**src/rtl/rlz_pkg.sv**
```systemverilog
// Package for the RLE/LZ byte decompressor: item types, codes and constants.
// Used by every module of the block and by the channel interfaces.
package rlz_pkg;

    // Defaults for the top-level parameters.
    localparam int HISTORY_DEPTH_DEF = 256;
    localparam int OUT_LANES_DEF     = 8;

    // Header byte layout.
    localparam logic [5:0] LEN_MASK = 6'h3F;
    localparam logic [5:0] LEN_EXT  = 6'd63;
    localparam logic [7:0] HDR_END  = 8'h00;

    // Run kinds from the top two bits of a header.
    localparam logic [1:0] KIND_IGNORE  = 2'd0;
    localparam logic [1:0] KIND_REPEAT  = 2'd1;
    localparam logic [1:0] KIND_BACK    = 2'd2;
    localparam logic [1:0] KIND_LITERAL = 2'd3;

    // Results one input item may cause at most.
    localparam int MAX_RESULTS = 32;
    localparam int NRES_W      = $clog2(MAX_RESULTS + 1);

    // Parser phase.
    typedef enum logic [1:0] {
        PH_HEADER  = 2'd0,
        PH_EXTLEN  = 2'd1,
        PH_OPERAND = 2'd2,
        PH_LITERAL = 2'd3
    } t_phase;

    // Sequencer state.
    typedef enum logic [2:0] {
        ST_CLEAR,
        ST_IDLE,
        ST_RD,
        ST_PUT,
        ST_FLUSH
    } t_state;

    // Operation of the shared address unit.
    typedef enum logic {
        AOP_INC,
        AOP_SUB
    } t_aop;

    // Input item.
    typedef struct packed {
        logic [7:0] in_byte;
        logic       stream_start;
    } t_in_item;

    // Result item.
    typedef struct packed {
        logic [63:0] out_data;
        logic [3:0]  out_count;
        logic        out_last;
        logic        stream_end;
        logic [15:0] total_out;
    } t_out_item;

    // Commands from the sequencer to the packer.
    typedef struct packed {
        logic       put;
        logic [7:0] pbyte;
        logic       flush;
        logic       emit;
        logic       last;
        logic       term;
        logic       clr_total;
    } t_pack_cmd;

    // Status from the packer to the sequencer.
    typedef struct packed {
        logic last_lane;
        logic slot_free;
    } t_pack_sts;

endpackage

```
**src/rtl/rlz_chan_if.sv**
```systemverilog
// Valid/ready channel interfaces for the decompressor's input and result items.
// Depends on rlz_pkg for the item types.
interface rlz_in_if ();
    logic              valid;
    logic              ready;
    rlz_pkg::t_in_item data;

    modport source (output valid, output data, input ready);
    modport sink   (input valid, input data, output ready);
endinterface

interface rlz_out_if ();
    logic               valid;
    logic               ready;
    rlz_pkg::t_out_item data;

    modport source (output valid, output data, input ready);
    modport sink   (input valid, input data, output ready);
endinterface

```
**src/rtl/rle_lz_byte_decompressor.sv**
```systemverilog
// Flow: a header or length item is taken in the idle state; a literal item passes through a put
// state and a flush state to its result. A repeat puts its bytes and flushes whenever the lanes
// fill or the run ends; a back copy needs a history read state before each byte's write state.
// Results leave through a register, so the next item is taken while one waits.
// Reset is synchronous; after it a clearing pass zeroes every history entry before the
// first item is accepted.
module rle_lz_byte_decompressor #(
    parameter int HISTORY_DEPTH = rlz_pkg::HISTORY_DEPTH_DEF,
    parameter int OUT_LANES     = rlz_pkg::OUT_LANES_DEF
) (
    input  logic      i_clk,
    input  logic      i_rst_n,
    rlz_in_if.sink    i_in,
    rlz_out_if.source o_out
);
    localparam int PW = $clog2(HISTORY_DEPTH);

    logic               we;
    logic [PW-1:0]      waddr;
    logic [7:0]         wdata;
    logic [PW-1:0]      raddr;
    logic [7:0]         rdata;
    rlz_pkg::t_aop      aop;
    logic [PW-1:0]      abase;
    logic [7:0]         adist;
    logic [PW-1:0]      ares;
    rlz_pkg::t_pack_cmd pack_cmd;
    rlz_pkg::t_pack_sts pack_sts;

    // Parser and sequencer.
    rlz_ctrl #(
        .HISTORY_DEPTH (HISTORY_DEPTH)
    ) u_ctrl (
        .i_clk      (i_clk),
        .i_rst_n    (i_rst_n),
        .i_in       (i_in),
        .i_rdata    (rdata),
        .o_we       (we),
        .o_waddr    (waddr),
        .o_wdata    (wdata),
        .o_raddr    (raddr),
        .o_aop      (aop),
        .o_abase    (abase),
        .o_adist    (adist),
        .i_ares     (ares),
        .o_pack_cmd (pack_cmd),
        .i_pack_sts (pack_sts)
    );

    // Shared pointer and source address arithmetic.
    rlz_addr_unit #(
        .HISTORY_DEPTH (HISTORY_DEPTH)
    ) u_addr (
        .i_op   (aop),
        .i_base (abase),
        .i_dist (adist),
        .o_res  (ares)
    );

    // History of produced bytes.
    rlz_hist_mem #(
        .HISTORY_DEPTH (HISTORY_DEPTH)
    ) u_hist (
        .i_clk   (i_clk),
        .i_we    (we),
        .i_waddr (waddr),
        .i_wdata (wdata),
        .i_raddr (raddr),
        .o_rdata (rdata)
    );

    // Lane packing and result register.
    rlz_packer #(
        .OUT_LANES (OUT_LANES)
    ) u_pack (
        .i_clk   (i_clk),
        .i_rst_n (i_rst_n),
        .i_cmd   (pack_cmd),
        .o_sts   (pack_sts),
        .o_out   (o_out)
    );
endmodule

```
**src/rtl/rlz_addr_unit.sv**
```systemverilog
// Shared address unit: history pointer increment and back-copy source address.
// Depends on rlz_pkg for the operation code.
module rlz_addr_unit #(
    parameter int HISTORY_DEPTH = rlz_pkg::HISTORY_DEPTH_DEF
) (
    input  rlz_pkg::t_aop                      i_op,
    input  logic [$clog2(HISTORY_DEPTH)-1:0]   i_base,
    input  logic [7:0]                         i_dist,
    output logic [$clog2(HISTORY_DEPTH)-1:0]   o_res
);
    localparam int PW = $clog2(HISTORY_DEPTH);

    logic [PW:0] diff;

    // Subtraction with one wrap correction, which is enough only while the distance is below the depth.
    assign diff = {1'b0, i_base} - (PW+1)'(i_dist);

    always_comb begin
        case (i_op)
            rlz_pkg::AOP_SUB: begin
                if (diff[PW]) begin
                    o_res = PW'(diff + (PW+1)'(HISTORY_DEPTH));
                end else begin
                    o_res = PW'(diff);
                end
            end
            default: begin
                if (i_base == PW'(HISTORY_DEPTH - 1)) begin
                    o_res = '0;
                end else begin
                    o_res = PW'(i_base + PW'(1));
                end
            end
        endcase
    end
endmodule

```
**src/rtl/rlz_hist_mem.sv**
```systemverilog
// History memory: one write port and one read port with registered read data.
// Depends on rlz_pkg for the default depth; contents are cleared by the sequencer after reset.
module rlz_hist_mem #(
    parameter int HISTORY_DEPTH = rlz_pkg::HISTORY_DEPTH_DEF
) (
    input  logic                               i_clk,
    input  logic                               i_we,
    input  logic [$clog2(HISTORY_DEPTH)-1:0]   i_waddr,
    input  logic [7:0]                         i_wdata,
    input  logic [$clog2(HISTORY_DEPTH)-1:0]   i_raddr,
    output logic [7:0]                         o_rdata
);
    logic [7:0] r_mem [HISTORY_DEPTH];

    // Write port.
    always_ff @(posedge i_clk) begin
        if (i_we) begin
            r_mem[i_waddr] <= i_wdata;
        end
    end

    // Registered read port.
    always_ff @(posedge i_clk) begin
        o_rdata <= r_mem[i_raddr];
    end
endmodule

```
**src/rtl/rlz_packer.sv**
```systemverilog
// Lane packer and result register with the running output byte count.
// Depends on rlz_pkg and the rlz_out_if interface.
module rlz_packer #(
    parameter int OUT_LANES = rlz_pkg::OUT_LANES_DEF
) (
    input  logic                i_clk,
    input  logic                i_rst_n,
    input  rlz_pkg::t_pack_cmd  i_cmd,
    output rlz_pkg::t_pack_sts  o_sts,
    rlz_out_if.source           o_out
);
    localparam int LCW = $clog2(OUT_LANES + 1);
    localparam int LIW = (OUT_LANES > 1) ? $clog2(OUT_LANES) : 1;

    logic [OUT_LANES*8-1:0] r_pack_data, n_pack_data;
    logic [LCW-1:0]         r_pack_cnt, n_pack_cnt;
    logic [15:0]            r_total, n_total;
    logic                   r_out_valid, n_out_valid;
    rlz_pkg::t_out_item     r_out, n_out;
    logic [15:0]            sum_total;

    assign sum_total = r_total + 16'(r_pack_cnt);

    // Lane buffer, running count and result register.
    always_comb begin
        n_pack_data = r_pack_data;
        n_pack_cnt  = r_pack_cnt;
        n_total     = r_total;
        n_out_valid = r_out_valid;
        n_out       = r_out;
        if (o_out.ready) begin
            n_out_valid = 1'b0;
        end
        if (i_cmd.put) begin
            for (int i = 0; i < OUT_LANES; i++) begin
                if (r_pack_cnt[LIW-1:0] == LIW'(i)) begin
                    n_pack_data[i*8 +: 8] = i_cmd.pbyte;
                end
            end
            n_pack_cnt = LCW'(r_pack_cnt + LCW'(1));
        end
        if (i_cmd.flush) begin
            n_pack_data = '0;
            n_pack_cnt  = '0;
            if (i_cmd.emit) begin
                n_total              = sum_total;
                n_out_valid          = 1'b1;
                n_out.out_data       = 64'(r_pack_data);
                n_out.out_count      = 4'(r_pack_cnt);
                n_out.out_last       = i_cmd.last;
                n_out.stream_end     = i_cmd.term;
                n_out.total_out      = sum_total;
            end
        end
        if (i_cmd.clr_total) begin
            n_total = '0;
        end
    end

    always_ff @(posedge i_clk) begin
        if (!i_rst_n) begin
            r_pack_data <= '0;
            r_pack_cnt  <= '0;
            r_total     <= '0;
            r_out_valid <= 1'b0;
        end else begin
            r_pack_data <= n_pack_data;
            r_pack_cnt  <= n_pack_cnt;
            r_total     <= n_total;
            r_out_valid <= n_out_valid;
        end
    end

    always_ff @(posedge i_clk) begin
        r_out <= n_out;
    end

    // Status back to the sequencer.
    assign o_sts.last_lane = (r_pack_cnt == LCW'(OUT_LANES - 1));
    assign o_sts.slot_free = !r_out_valid || o_out.ready;

    assign o_out.valid = r_out_valid;
    assign o_out.data  = r_out;
endmodule

```
**src/rtl/rlz_ctrl.sv**
```systemverilog
// Parser and sequencer: decodes headers and drives the history, address unit and packer.
// Depends on rlz_pkg and the rlz_in_if interface.
module rlz_ctrl #(
    parameter int HISTORY_DEPTH = rlz_pkg::HISTORY_DEPTH_DEF
) (
    input  logic                               i_clk,
    input  logic                               i_rst_n,
    rlz_in_if.sink                             i_in,
    input  logic [7:0]                         i_rdata,
    output logic                               o_we,
    output logic [$clog2(HISTORY_DEPTH)-1:0]   o_waddr,
    output logic [7:0]                         o_wdata,
    output logic [$clog2(HISTORY_DEPTH)-1:0]   o_raddr,
    output rlz_pkg::t_aop                      o_aop,
    output logic [$clog2(HISTORY_DEPTH)-1:0]   o_abase,
    output logic [7:0]                         o_adist,
    input  logic [$clog2(HISTORY_DEPTH)-1:0]   i_ares,
    output rlz_pkg::t_pack_cmd                 o_pack_cmd,
    input  rlz_pkg::t_pack_sts                 i_pack_sts
);
    localparam int PW = $clog2(HISTORY_DEPTH);

    rlz_pkg::t_state              r_state, n_state;
    rlz_pkg::t_phase              r_phase, n_phase;
    logic [1:0]                   r_kind, n_kind;
    logic [7:0]                   r_rem, n_rem;
    logic [PW-1:0]                r_wp, n_wp;
    logic [7:0]                   r_byte, n_byte;
    logic [7:0]                   r_cnt, n_cnt;
    logic [rlz_pkg::NRES_W-1:0]   r_nres, n_nres;
    logic                         r_back, n_back;
    logic                         r_term, n_term;

    logic                         in_fire;
    logic                         emit;
    logic                         go;
    logic [7:0]                   put_byte;
    rlz_pkg::t_phase              eff_phase;
    logic [1:0]                   eff_kind;
    logic [7:0]                   eff_rem;
    logic [7:0]                   b;

    // Phase that follows a complete length.
    function automatic rlz_pkg::t_phase after_length(input logic [1:0] kind,
                                                     input logic [7:0] len);
        rlz_pkg::t_phase ph;
        case (kind)
            rlz_pkg::KIND_LITERAL: ph = (len != 8'd0) ? rlz_pkg::PH_LITERAL
                                                      : rlz_pkg::PH_HEADER;
            rlz_pkg::KIND_BACK,
            rlz_pkg::KIND_REPEAT:  ph = rlz_pkg::PH_OPERAND;
            default:               ph = rlz_pkg::PH_HEADER;
        endcase
        return ph;
    endfunction

    assign in_fire  = i_in.valid && (r_state == rlz_pkg::ST_IDLE);
    assign b        = i_in.data.in_byte;
    assign emit     = (r_nres != rlz_pkg::NRES_W'(rlz_pkg::MAX_RESULTS));
    assign go       = !emit || i_pack_sts.slot_free;
    assign put_byte = r_back ? i_rdata : r_byte;

    // A stream start puts the parser back to expecting a header first.
    assign eff_phase = i_in.data.stream_start ? rlz_pkg::PH_HEADER : r_phase;
    assign eff_kind  = i_in.data.stream_start ? rlz_pkg::KIND_IGNORE : r_kind;
    assign eff_rem   = i_in.data.stream_start ? 8'd0 : r_rem;

    // Next state and register values.
    always_comb begin
        n_state = r_state;
        n_phase = r_phase;
        n_kind  = r_kind;
        n_rem   = r_rem;
        n_wp    = r_wp;
        n_byte  = r_byte;
        n_cnt   = r_cnt;
        n_nres  = r_nres;
        n_back  = r_back;
        n_term  = r_term;
        case (r_state)
            rlz_pkg::ST_CLEAR: begin
                n_wp = i_ares;
                if (r_wp == PW'(HISTORY_DEPTH - 1)) begin
                    n_state = rlz_pkg::ST_IDLE;
                end
            end
            rlz_pkg::ST_IDLE: begin
                if (in_fire) begin
                    n_phase = eff_phase;
                    n_kind  = eff_kind;
                    n_rem   = eff_rem;
                    n_nres  = '0;
                    n_term  = 1'b0;
                    n_cnt   = 8'd0;
                    case (eff_phase)
                        rlz_pkg::PH_HEADER: begin
                            if (b == rlz_pkg::HDR_END) begin
                                n_kind  = rlz_pkg::KIND_IGNORE;
                                n_rem   = 8'd0;
                                n_term  = 1'b1;
                                n_back  = 1'b0;
                                n_state = rlz_pkg::ST_FLUSH;
                            end else begin
                                n_kind = b[7:6];
                                if ((b[5:0] & rlz_pkg::LEN_MASK) == rlz_pkg::LEN_EXT) begin
                                    n_phase = rlz_pkg::PH_EXTLEN;
                                end else begin
                                    n_rem   = {2'b00, b[5:0]};
                                    n_phase = after_length(b[7:6], {2'b00, b[5:0]});
                                end
                            end
                        end
                        rlz_pkg::PH_EXTLEN: begin
                            n_rem   = b;
                            n_phase = after_length(eff_kind, b);
                        end
                        rlz_pkg::PH_OPERAND: begin
                            n_byte  = b;
                            n_cnt   = eff_rem;
                            n_rem   = 8'd0;
                            n_phase = rlz_pkg::PH_HEADER;
                            n_back  = (eff_kind == rlz_pkg::KIND_BACK);
                            if (eff_rem != 8'd0) begin
                                n_state = (eff_kind == rlz_pkg::KIND_BACK) ?
                                          rlz_pkg::ST_RD : rlz_pkg::ST_PUT;
                            end
                        end
                        default: begin
                            // Literal byte: one byte out, one fewer left in the run.
                            n_byte  = b;
                            n_cnt   = 8'd1;
                            n_back  = 1'b0;
                            n_state = rlz_pkg::ST_PUT;
                            if (eff_rem != 8'd0) begin
                                n_rem = eff_rem - 8'd1;
                            end
                            if (eff_rem <= 8'd1) begin
                                n_phase = rlz_pkg::PH_HEADER;
                            end
                        end
                    endcase
                end
            end
            rlz_pkg::ST_RD: begin
                n_state = rlz_pkg::ST_PUT;
            end
            rlz_pkg::ST_PUT: begin
                n_wp  = i_ares;
                n_cnt = r_cnt - 8'd1;
                if ((r_cnt == 8'd1) || i_pack_sts.last_lane) begin
                    n_state = rlz_pkg::ST_FLUSH;
                end else if (r_back) begin
                    n_state = rlz_pkg::ST_RD;
                end else begin
                    n_state = rlz_pkg::ST_PUT;
                end
            end
            rlz_pkg::ST_FLUSH: begin
                if (go) begin
                    if (emit) begin
                        n_nres = rlz_pkg::NRES_W'(r_nres + rlz_pkg::NRES_W'(1));
                    end
                    if (r_cnt == 8'd0) begin
                        n_state = rlz_pkg::ST_IDLE;
                    end else if (r_back) begin
                        n_state = rlz_pkg::ST_RD;
                    end else begin
                        n_state = rlz_pkg::ST_PUT;
                    end
                end
            end
            default: begin
                n_state = rlz_pkg::ST_IDLE;
            end
        endcase
    end

    // Outputs to the memory, address unit and packer.
    always_comb begin
        i_in.ready = (r_state == rlz_pkg::ST_IDLE);
        o_aop      = (r_state == rlz_pkg::ST_RD) ? rlz_pkg::AOP_SUB : rlz_pkg::AOP_INC;
        o_abase    = r_wp;
        o_adist    = r_byte;
        o_we       = (r_state == rlz_pkg::ST_CLEAR) || (r_state == rlz_pkg::ST_PUT);
        o_waddr    = r_wp;
        o_wdata    = (r_state == rlz_pkg::ST_CLEAR) ? 8'd0 : put_byte;
        o_raddr    = i_ares;
        o_pack_cmd.put       = (r_state == rlz_pkg::ST_PUT);
        o_pack_cmd.pbyte     = put_byte;
        o_pack_cmd.flush     = (r_state == rlz_pkg::ST_FLUSH) && go;
        o_pack_cmd.emit      = emit;
        o_pack_cmd.last      = (r_cnt == 8'd0);
        o_pack_cmd.term      = r_term;
        o_pack_cmd.clr_total = in_fire && i_in.data.stream_start;
    end

    always_ff @(posedge i_clk) begin
        if (!i_rst_n) begin
            r_state <= rlz_pkg::ST_CLEAR;
            r_phase <= rlz_pkg::PH_HEADER;
            r_kind  <= rlz_pkg::KIND_IGNORE;
            r_rem   <= 8'd0;
            r_wp    <= '0;
            r_cnt   <= 8'd0;
            r_nres  <= '0;
            r_back  <= 1'b0;
            r_term  <= 1'b0;
        end else begin
            r_state <= n_state;
            r_phase <= n_phase;
            r_kind  <= n_kind;
            r_rem   <= n_rem;
            r_wp    <= n_wp;
            r_cnt   <= n_cnt;
            r_nres  <= n_nres;
            r_back  <= n_back;
            r_term  <= n_term;
        end
    end

    always_ff @(posedge i_clk) begin
        r_byte <= n_byte;
    end

`ifndef SYNTH
    // A byte is only written out while the run still has bytes to give.
    a_put_has_bytes: assert property (@(posedge i_clk) disable iff (!i_rst_n)
        (r_state == rlz_pkg::ST_PUT) |-> (r_cnt != 8'd0))
        else $error("byte written with an empty run");

    // The clearing pass leaves the write pointer at the start of the history.
    a_clear_wraps: assert property (@(posedge i_clk) disable iff (!i_rst_n)
        (r_state == rlz_pkg::ST_CLEAR && r_wp == PW'(HISTORY_DEPTH - 1))
        |=> (r_state == rlz_pkg::ST_IDLE && r_wp == '0))
        else $error("clearing pass did not end at pointer zero");

    // The literal phase always has bytes outstanding.
    a_literal_len: assert property (@(posedge i_clk) disable iff (!i_rst_n)
        (r_phase == rlz_pkg::PH_LITERAL) |-> (r_rem != 8'd0))
        else $error("literal phase with zero length");

    // The result count per item never passes its cap.
    a_nres_cap: assert property (@(posedge i_clk) disable iff (!i_rst_n)
        (r_nres == rlz_pkg::NRES_W'(rlz_pkg::MAX_RESULTS))
        |=> ((r_nres == rlz_pkg::NRES_W'(rlz_pkg::MAX_RESULTS)) || (r_nres == '0)))
        else $error("result count passed its cap");
`endif
endmodule

```
**src/flat_wrapper.sv**
```systemverilog
// flat-port wrapper written by rule: the top's interface ports become plain ports
module rle_lz_byte_decompressor_flat 
#(
    parameter int HISTORY_DEPTH = rlz_pkg::HISTORY_DEPTH_DEF,
    parameter int OUT_LANES     = rlz_pkg::OUT_LANES_DEF
)
  (i_clk, i_rst_n, i_in_valid, i_in_data, i_in_ready, o_out_valid, o_out_data, o_out_ready);
  rlz_in_if i_in_i ();
  rlz_out_if o_out_i ();
  input  logic i_clk;
  input  logic i_rst_n;
  input wire logic [$bits(i_in_i.valid)-1:0] i_in_valid;
  input wire logic [$bits(i_in_i.data)-1:0] i_in_data;
  output wire logic [$bits(i_in_i.ready)-1:0] i_in_ready;
  output wire logic [$bits(o_out_i.valid)-1:0] o_out_valid;
  output wire logic [$bits(o_out_i.data)-1:0] o_out_data;
  input wire logic [$bits(o_out_i.ready)-1:0] o_out_ready;
  assign i_in_i.valid = i_in_valid;
  assign i_in_i.data = i_in_data;
  assign i_in_ready = i_in_i.ready;
  assign o_out_valid = o_out_i.valid;
  assign o_out_data = o_out_i.data;
  assign o_out_i.ready = o_out_ready;
  rle_lz_byte_decompressor #(.HISTORY_DEPTH(HISTORY_DEPTH), .OUT_LANES(OUT_LANES)) u_core (.i_clk(i_clk), .i_rst_n(i_rst_n), .i_in(i_in_i), .o_out(o_out_i));
endmodule
```
**config.mk**
```make
export PLATFORM = sky130hd
export DESIGN_NAME = rle_lz_byte_decompressor_flat
export DESIGN_NICKNAME = d
export VERILOG_FILES = /design/src/rtl/rlz_pkg.sv /design/src/rtl/rlz_chan_if.sv /design/src/rtl/rle_lz_byte_decompressor.sv /design/src/rtl/rlz_addr_unit.sv /design/src/rtl/rlz_hist_mem.sv /design/src/rtl/rlz_packer.sv /design/src/rtl/rlz_ctrl.sv /design/src/flat_wrapper.sv
export SDC_FILE = /design/constraint.sdc
export NUM_CORES = 2
export LEC_CHECK = 0
export BUFFER_PORTS_ARGS = -buffer_cell sky130_fd_sc_hd__buf_2
export CORE_UTILIZATION = 57
export DETAILED_ROUTE_END_ITERATION = 10
export PLACE_DENSITY_LB_ADDON = 0.15
export SKIP_CTS_REPAIR_TIMING = 1
export SLEW_MARGIN = 20
export SYNTH_ARGS = -nofsm -noshare
export SYNTH_HDL_FRONTEND = slang
export SYNTH_HIERARCHICAL = 1
export SYNTH_SLANG_ARGS = --single-unit
export TNS_END_PERCENT = 5
```
**constraint.sdc**
```tcl
create_clock -name i_clk -period 8.4 [get_ports i_clk]
set_input_delay 0.84 -clock i_clk [delete_from_list [all_inputs] [get_ports i_clk]]
set_output_delay 0.84 -clock i_clk [all_outputs]
set_load 0.01 [all_outputs]
```
# After elaboration in Yosys (flattened, before gate mapping)
# Memories as Yosys holds them, arrays and structs flattened. A register that Yosys moved wholly into a read port is not among the register bits.
# Cells that the tools add are included.
# Widths: inputs -> output; s select.
[word_totals]
ff_bits = 218
mem_bits_rw = 2048
in_bits = 13
word_cells = 161
memories = 1
[classes]
addsub = 8
order_cmp = 1
eq_ne = 32
muxes = 50
n_bitwise = 3
reduce_logical = 40
[mem_list]
columns = ["name", "words", "width", "read_ports", "rd_clocked_by_memory_dff", "write_ports", "line_no", "rtl"]
rows = [
  ["u_core.u_hist.r_mem", 256, 8, 1, 1, 1, "rlz_hist_mem.sv:13", "logic [7:0] r_mem [HISTORY_DEPTH];"],
]
[ops]
columns = ["op", "n"]
rows = [
  ["$mux 8", 10],
  ["$pmux 8 s2", 2],
  ["$pmux 8 s3", 1],
  ["$reduce_and 2->1", 11],
  ["$mux 3", 7],
  ["$mux 2", 9],
  ["$mux 6", 3],
  ["$add 16x4->16", 1],
  ["$add 8x1->8 const B", 2],
  ["$logic_not 8->1", 2],
  ["$reduce_bool 8->1", 2],
  ["$sub 8x1->8 const B", 2],
  ["$eq 3x3->1 const B", 5],
  ["$pmux 3 s5", 1],
  ["$eq 3x2->1 const B", 4],
  ["$pmux 6 s2", 1],
  ["$reduce_or 2->1", 6],
  ["$mux 1", 11],
  ["$eq 2x2->1 const B", 5],
  ["$ne 2x2->1 const B", 5],
  ["$pmux 3 s3", 1],
  ["$sub 8x8->9", 1],
  ["$eq 8x1->1 const B", 1],
  ["$eq 8x8->1 const B", 1],
  ["24 further kinds", 40],
]

# Longest topological paths before layout
[depth]
word_depth = 7
ltp_mapped = 18
ltp_nobuf = 15

# By module
# The synthesis kept the hierarchy.
[by_module_without_submodules]
columns = ["module", "instances", "cells_each", "area_per_inst_um2"]
rows = [
  ["rlz_hist_mem", 1, 3733, 79556.3],
  ["rlz_packer", 1, 516, 6223.5],
  ["rlz_ctrl", 1, 376, 3076.7],
  ["rlz_addr_unit", 1, 75, 538.0],
]

# Least setup slack after synthesis
# OpenSTA, ideal clock, no wires.
[synth_timing]
kind = "register -> register"
from = "register u_core.u_ctrl.r_back"
to = "memory u_core.u_hist.r_mem[0][7], data pin"
setup_ps = 1462
arrival_time_ps = 7106
required_time_ps = 6938
slack_ps = -168
stages_incl_launch_ff = 4
n_path_buf = 1
synth_period_minus_slack_ps = 8568
cell_sequence = "dfxtp_1 clkbuf_1 mux2_2 nor2b_1"
[synth_lines]
columns = ["element", "line_no", "rtl"]
rows = [
  ["from (decl)", "rlz_ctrl.sv:31", "logic r_back, n_back;"],
  ["from (signal assigned)", "rlz_ctrl.sv:216", "r_back <= n_back;"],
  ["to (decl)", "rlz_hist_mem.sv:13", ""],
]

# Worst setup path in the final report
[layout_timing]
from = "register u_core.u_ctrl.r_state[0]"
to = "register u_core.u_hist.o_rdata[3] (read register of u_core.u_hist.r_mem)"
[layout_between]
elab_chain_len = 3
[layout_lines]
columns = ["element", "line_no", "rtl"]
rows = [
  ["from (decl)", "rlz_ctrl.sv:23", "rlz_pkg::t_state r_state, n_state;"],
  ["from (signal assigned)", "rlz_ctrl.sv:199", "r_state <= rlz_pkg::ST_CLEAR;"],
  ["from (signal assigned)", "rlz_ctrl.sv:209", "r_state <= n_state;"],
  ["$eq 3x2->1", "rlz_ctrl.sv:181", "o_aop = (r_state == rlz_pkg::ST_RD) ? rlz_pkg::AOP_SUB : rlz_pkg::AOP_INC;"],
  ["$mux 1", "rlz_ctrl.sv:181", ""],
  ["via u_core.aop", "rle_lz_byte_decompressor.sv:23", "rlz_pkg::t_aop aop;"],
  ["$mux 8", "rlz_addr_unit.sv:19", "case (i_op)"],
  ["via u_core.ares[0]", "rle_lz_byte_decompressor.sv:26", "logic [PW-1:0] ares;"],
  ["to (decl)", "rlz_hist_mem.sv:11", "output logic [7:0] o_rdata"],
]
# The timed path passes the listed nets, and every way through them passes these cells.
# A chain may end at the register's enable or synchronous reset.

==> flow_metrics.tcl <==
set metrics [dict create \
    yosysSeqAreaShare_pct 74.9 \
    arrival_ps 6660 \
    vias 46461 \
    worstMarginPinSlew_ps 1210 \
    nNetsFinal 4858 \
    grt_pass1_wl_um 314000 \
    critPathLaunchType "register" \
    critPathKind "register to register" \
    drive_above_1_share_pct 20.6 \
    clockBufferDepth 3 \
    worst_slack_ps 2430 \
    final_common_cell "edfxtp_1" \
    rsz0062_at_grt "false" \
    outcome "finished clean" \
    worst_ir_drop_vdd_uv 234 \
    drt_wl_total_um 216000 \
    synth_ff_type "edfxtp_1" \
    drc 0 \
    finalSetupViolCount 0 \
    synth.avg_cell_area_um2 19.0 \
    async_flop_share_pct 0 \
    die_x_um 398 \
    antenna_found_initial 3 \
    layout_common_cells "edfxtp_1 (2142), mux4_2 (454), nor2_1 (353)" \
    yosys.area.top_type "edfxtp_1" \
    netlist-cell-type-count 93 \
    cp-end-kind "register" \
    h-tree-depth 4 \
    antenna_cells 0 \
    start_util_pct 57.7 \
    cp_cell_sequence "nor2b_1, and2_1, a41oi_1, a22o_4, buf_12, mux4_2, a22o_1, a221oi_1, o221ai_1, a211oi_1, nor4_1" \
    grt_pass1_vias 45083 \
    synth_warnings 6 \
    final_util_pct 63.8 \
    grt_remaining_overflow 0 \
    crit_slowest_cell "a22o_4" \
    wl_per_cell_um 30.7 \
    first_pass_iters 7 \
    fmax_ghz 0.168 \
    syn_inst 4700 \
    ys_seq_elements 2274 \
    row_count 144 \
    first_iter_violations 5549 \
    hp-class "input pin to register" \
    io_pins 101 \
    path_clk_slew_ps 60 \
    die_area_mm2 0.158 \
    core_area_mm2 0.155 \
    grt_max_degree 235 \
    synth_top_area_share_pct 72.0 \
    p_leak_nw 26.8 \
    relSlewSlack_pct 18.6 \
    synth_edf_count 2142 \
    via_per_inst 6.59 \
    hpwl_um 130000 \
    cts_tree "yes" \
    drtAntennaViolNets 0 \
    finalHoldViolations 0 \
    place.gp.congestion 0.873 \
    synth_nets 4745 \
    final-max-slew-violation-count 0 \
    numCtsBuffers 219 \
    crit_fanout 51 \
    worst_hold_slack_ps 269 \
    clk_latency_ps 850 \
    r2r_slack_ps 2430 \
    grt_usage_pct 27.5 \
    required_ps 9090 \
    finalCritPeriodShare_pct 71.0 \
    max_stage_delay_ps 880 \
    power_density_mw_per_mm2 230 \
    synth_area_leaders "edfxtp_1 (72%), mux4_2 (11%), dfxtp_1 (3.0%)" \
    netlist_area_mm2 0.0894 \
    dp_slack_ps 2470 \
    max_cap_violations 0 \
    period_minus_slack_ps 5970 \
    dieHeight_um 398 \
    clockRootBuffer "clkbuf_16" \
    area_growth_pct 10.6 \
    port_buffers 100 \
    cts.sinks 2274 \
    finClkSkew_ps 53.3 \
    fin_tns_setup_ps 0 \
]
worst max-delay path, delay by kind of cell, from the launching register on:
kind | cells | cell delay (ps)
AOI/OAI and AO/OA | 6 | 3460
and+or+nand+nor | 3 | 650
DFF | 1 | 610
muxes | 1 | 550
buffers and inverters | 1 | 450
where the power goes:
group / internal, mW / switching [mW] / leakage (nW)
Sequential: 12.2 / 0.0203 / 16.2
Clock: 5.46 / 4.13 / 3.43
Combinational: 0.318 / 0.570 / 7.13
metal layers:
| layer | track usage, % | vias up | share of wire (%) |
|---|---|---|---|
| li1 | - | 19377 | - |
| met1 | 40.5 | 24241 | 40 |
| met2 | 41.8 | 2444 | 47 |
| met3 | 4.97 | 399 | 9.4 |
| met4 | 9.85 | 0 | 3.6 |
| met5 | 0 | - | 0 |
final timing paths:
kind | from | to | depth (start not counted)
max | u_core/u_ctrl/r_state[0] | u_core/u_hist/o_rdata[3] | 11
min | i_in_data[4] | u_core/u_ctrl/o_adist[3] | 1
max reg2reg | u_core/u_ctrl/r_state[0] | u_core/u_hist/o_rdata[3] | 11
min reg2reg | u_core/u_pack/r_pack_data[60] | u_core/u_pack/o_out.data[82] | 0
stage by stage:
| stage | power, mW | std cells | instance area, um2 |
|---|---|---|---|
| 2_1_floorplan | 13.1 | 4700 | 89400 |
| 3_3_place_gp | 13.4 | 6631 | 91700 |
| 3_5_place_dp | 13.4 | 6633 | 91700 |
| 4_1_cts | 22.9 | 7042 | 98800 |
| 5_1_grt | 23.3 | 7045 | 98800 |
| 6_report | 22.7 | 7045 | 98800 |
sequential cells by signal (all words and copies together), names as in the netlist, 6 cells and up:
name                       count
u_core/u_ctrl/o_adist          8
u_core/u_pack/r_pack_data     64
u_core/u_ctrl/r_cnt            8
u_core/u_ctrl/r_rem            8
u_core/u_hist/r_mem         2048
u_core/u_ctrl/o_abase          8
u_core/u_ctrl/r_nres           6
u_core/u_pack/o_out.data      86
u_core/u_hist/o_rdata          8
u_core/u_pack/r_total         16
final cells by class:
type | instances | area [um2]
clock buffers | 276 | 5850
clock inverters | 133 | 1170
fillers | 10616 | 56100
inverters | 39 | 150
multi-input cells | 2086 | 20700
flip-flops and latches | 2274 | 67000
well taps | 2044 | 2560
repair buffers | 193 | 1450
synth_stat cells, types with 14 or more instances:
library cell and n:
edfxtp_1 2142, mux4_2 454, nor2_1 358, a21oi_1 182
mux2i_1 163, clkbuf_1 146, nand2_1 146, a22oi_1 133
dfxtp_1 132, nand3_1 101, buf_4 46, o221ai_1 46
nor2b_1 45, buf_2 38, nor3_1 37, inv_1 35
o21ai_0 33, nor4_1 31, ha_1 30, o22ai_1 30
buf_1 27, a211oi_1 24, buf_6 23, xnor2_1 21
nand4_1 18, a221oi_1 14, mux2_2 14, nand2b_1 14
xor2_1 14
logic make-up after synthesis:
group                      share of synthesized area [%]
AOI/OAI and AO/OA                                   4.39
xor gates and xnor gates                           0.343
adders and majority gates                          0.465
buffers and inverters                               2.18
DFF                                                 74.9
muxes                                               13.5
and+or+nand+nor                                     4.21
(Power assumes the default switching activity.)
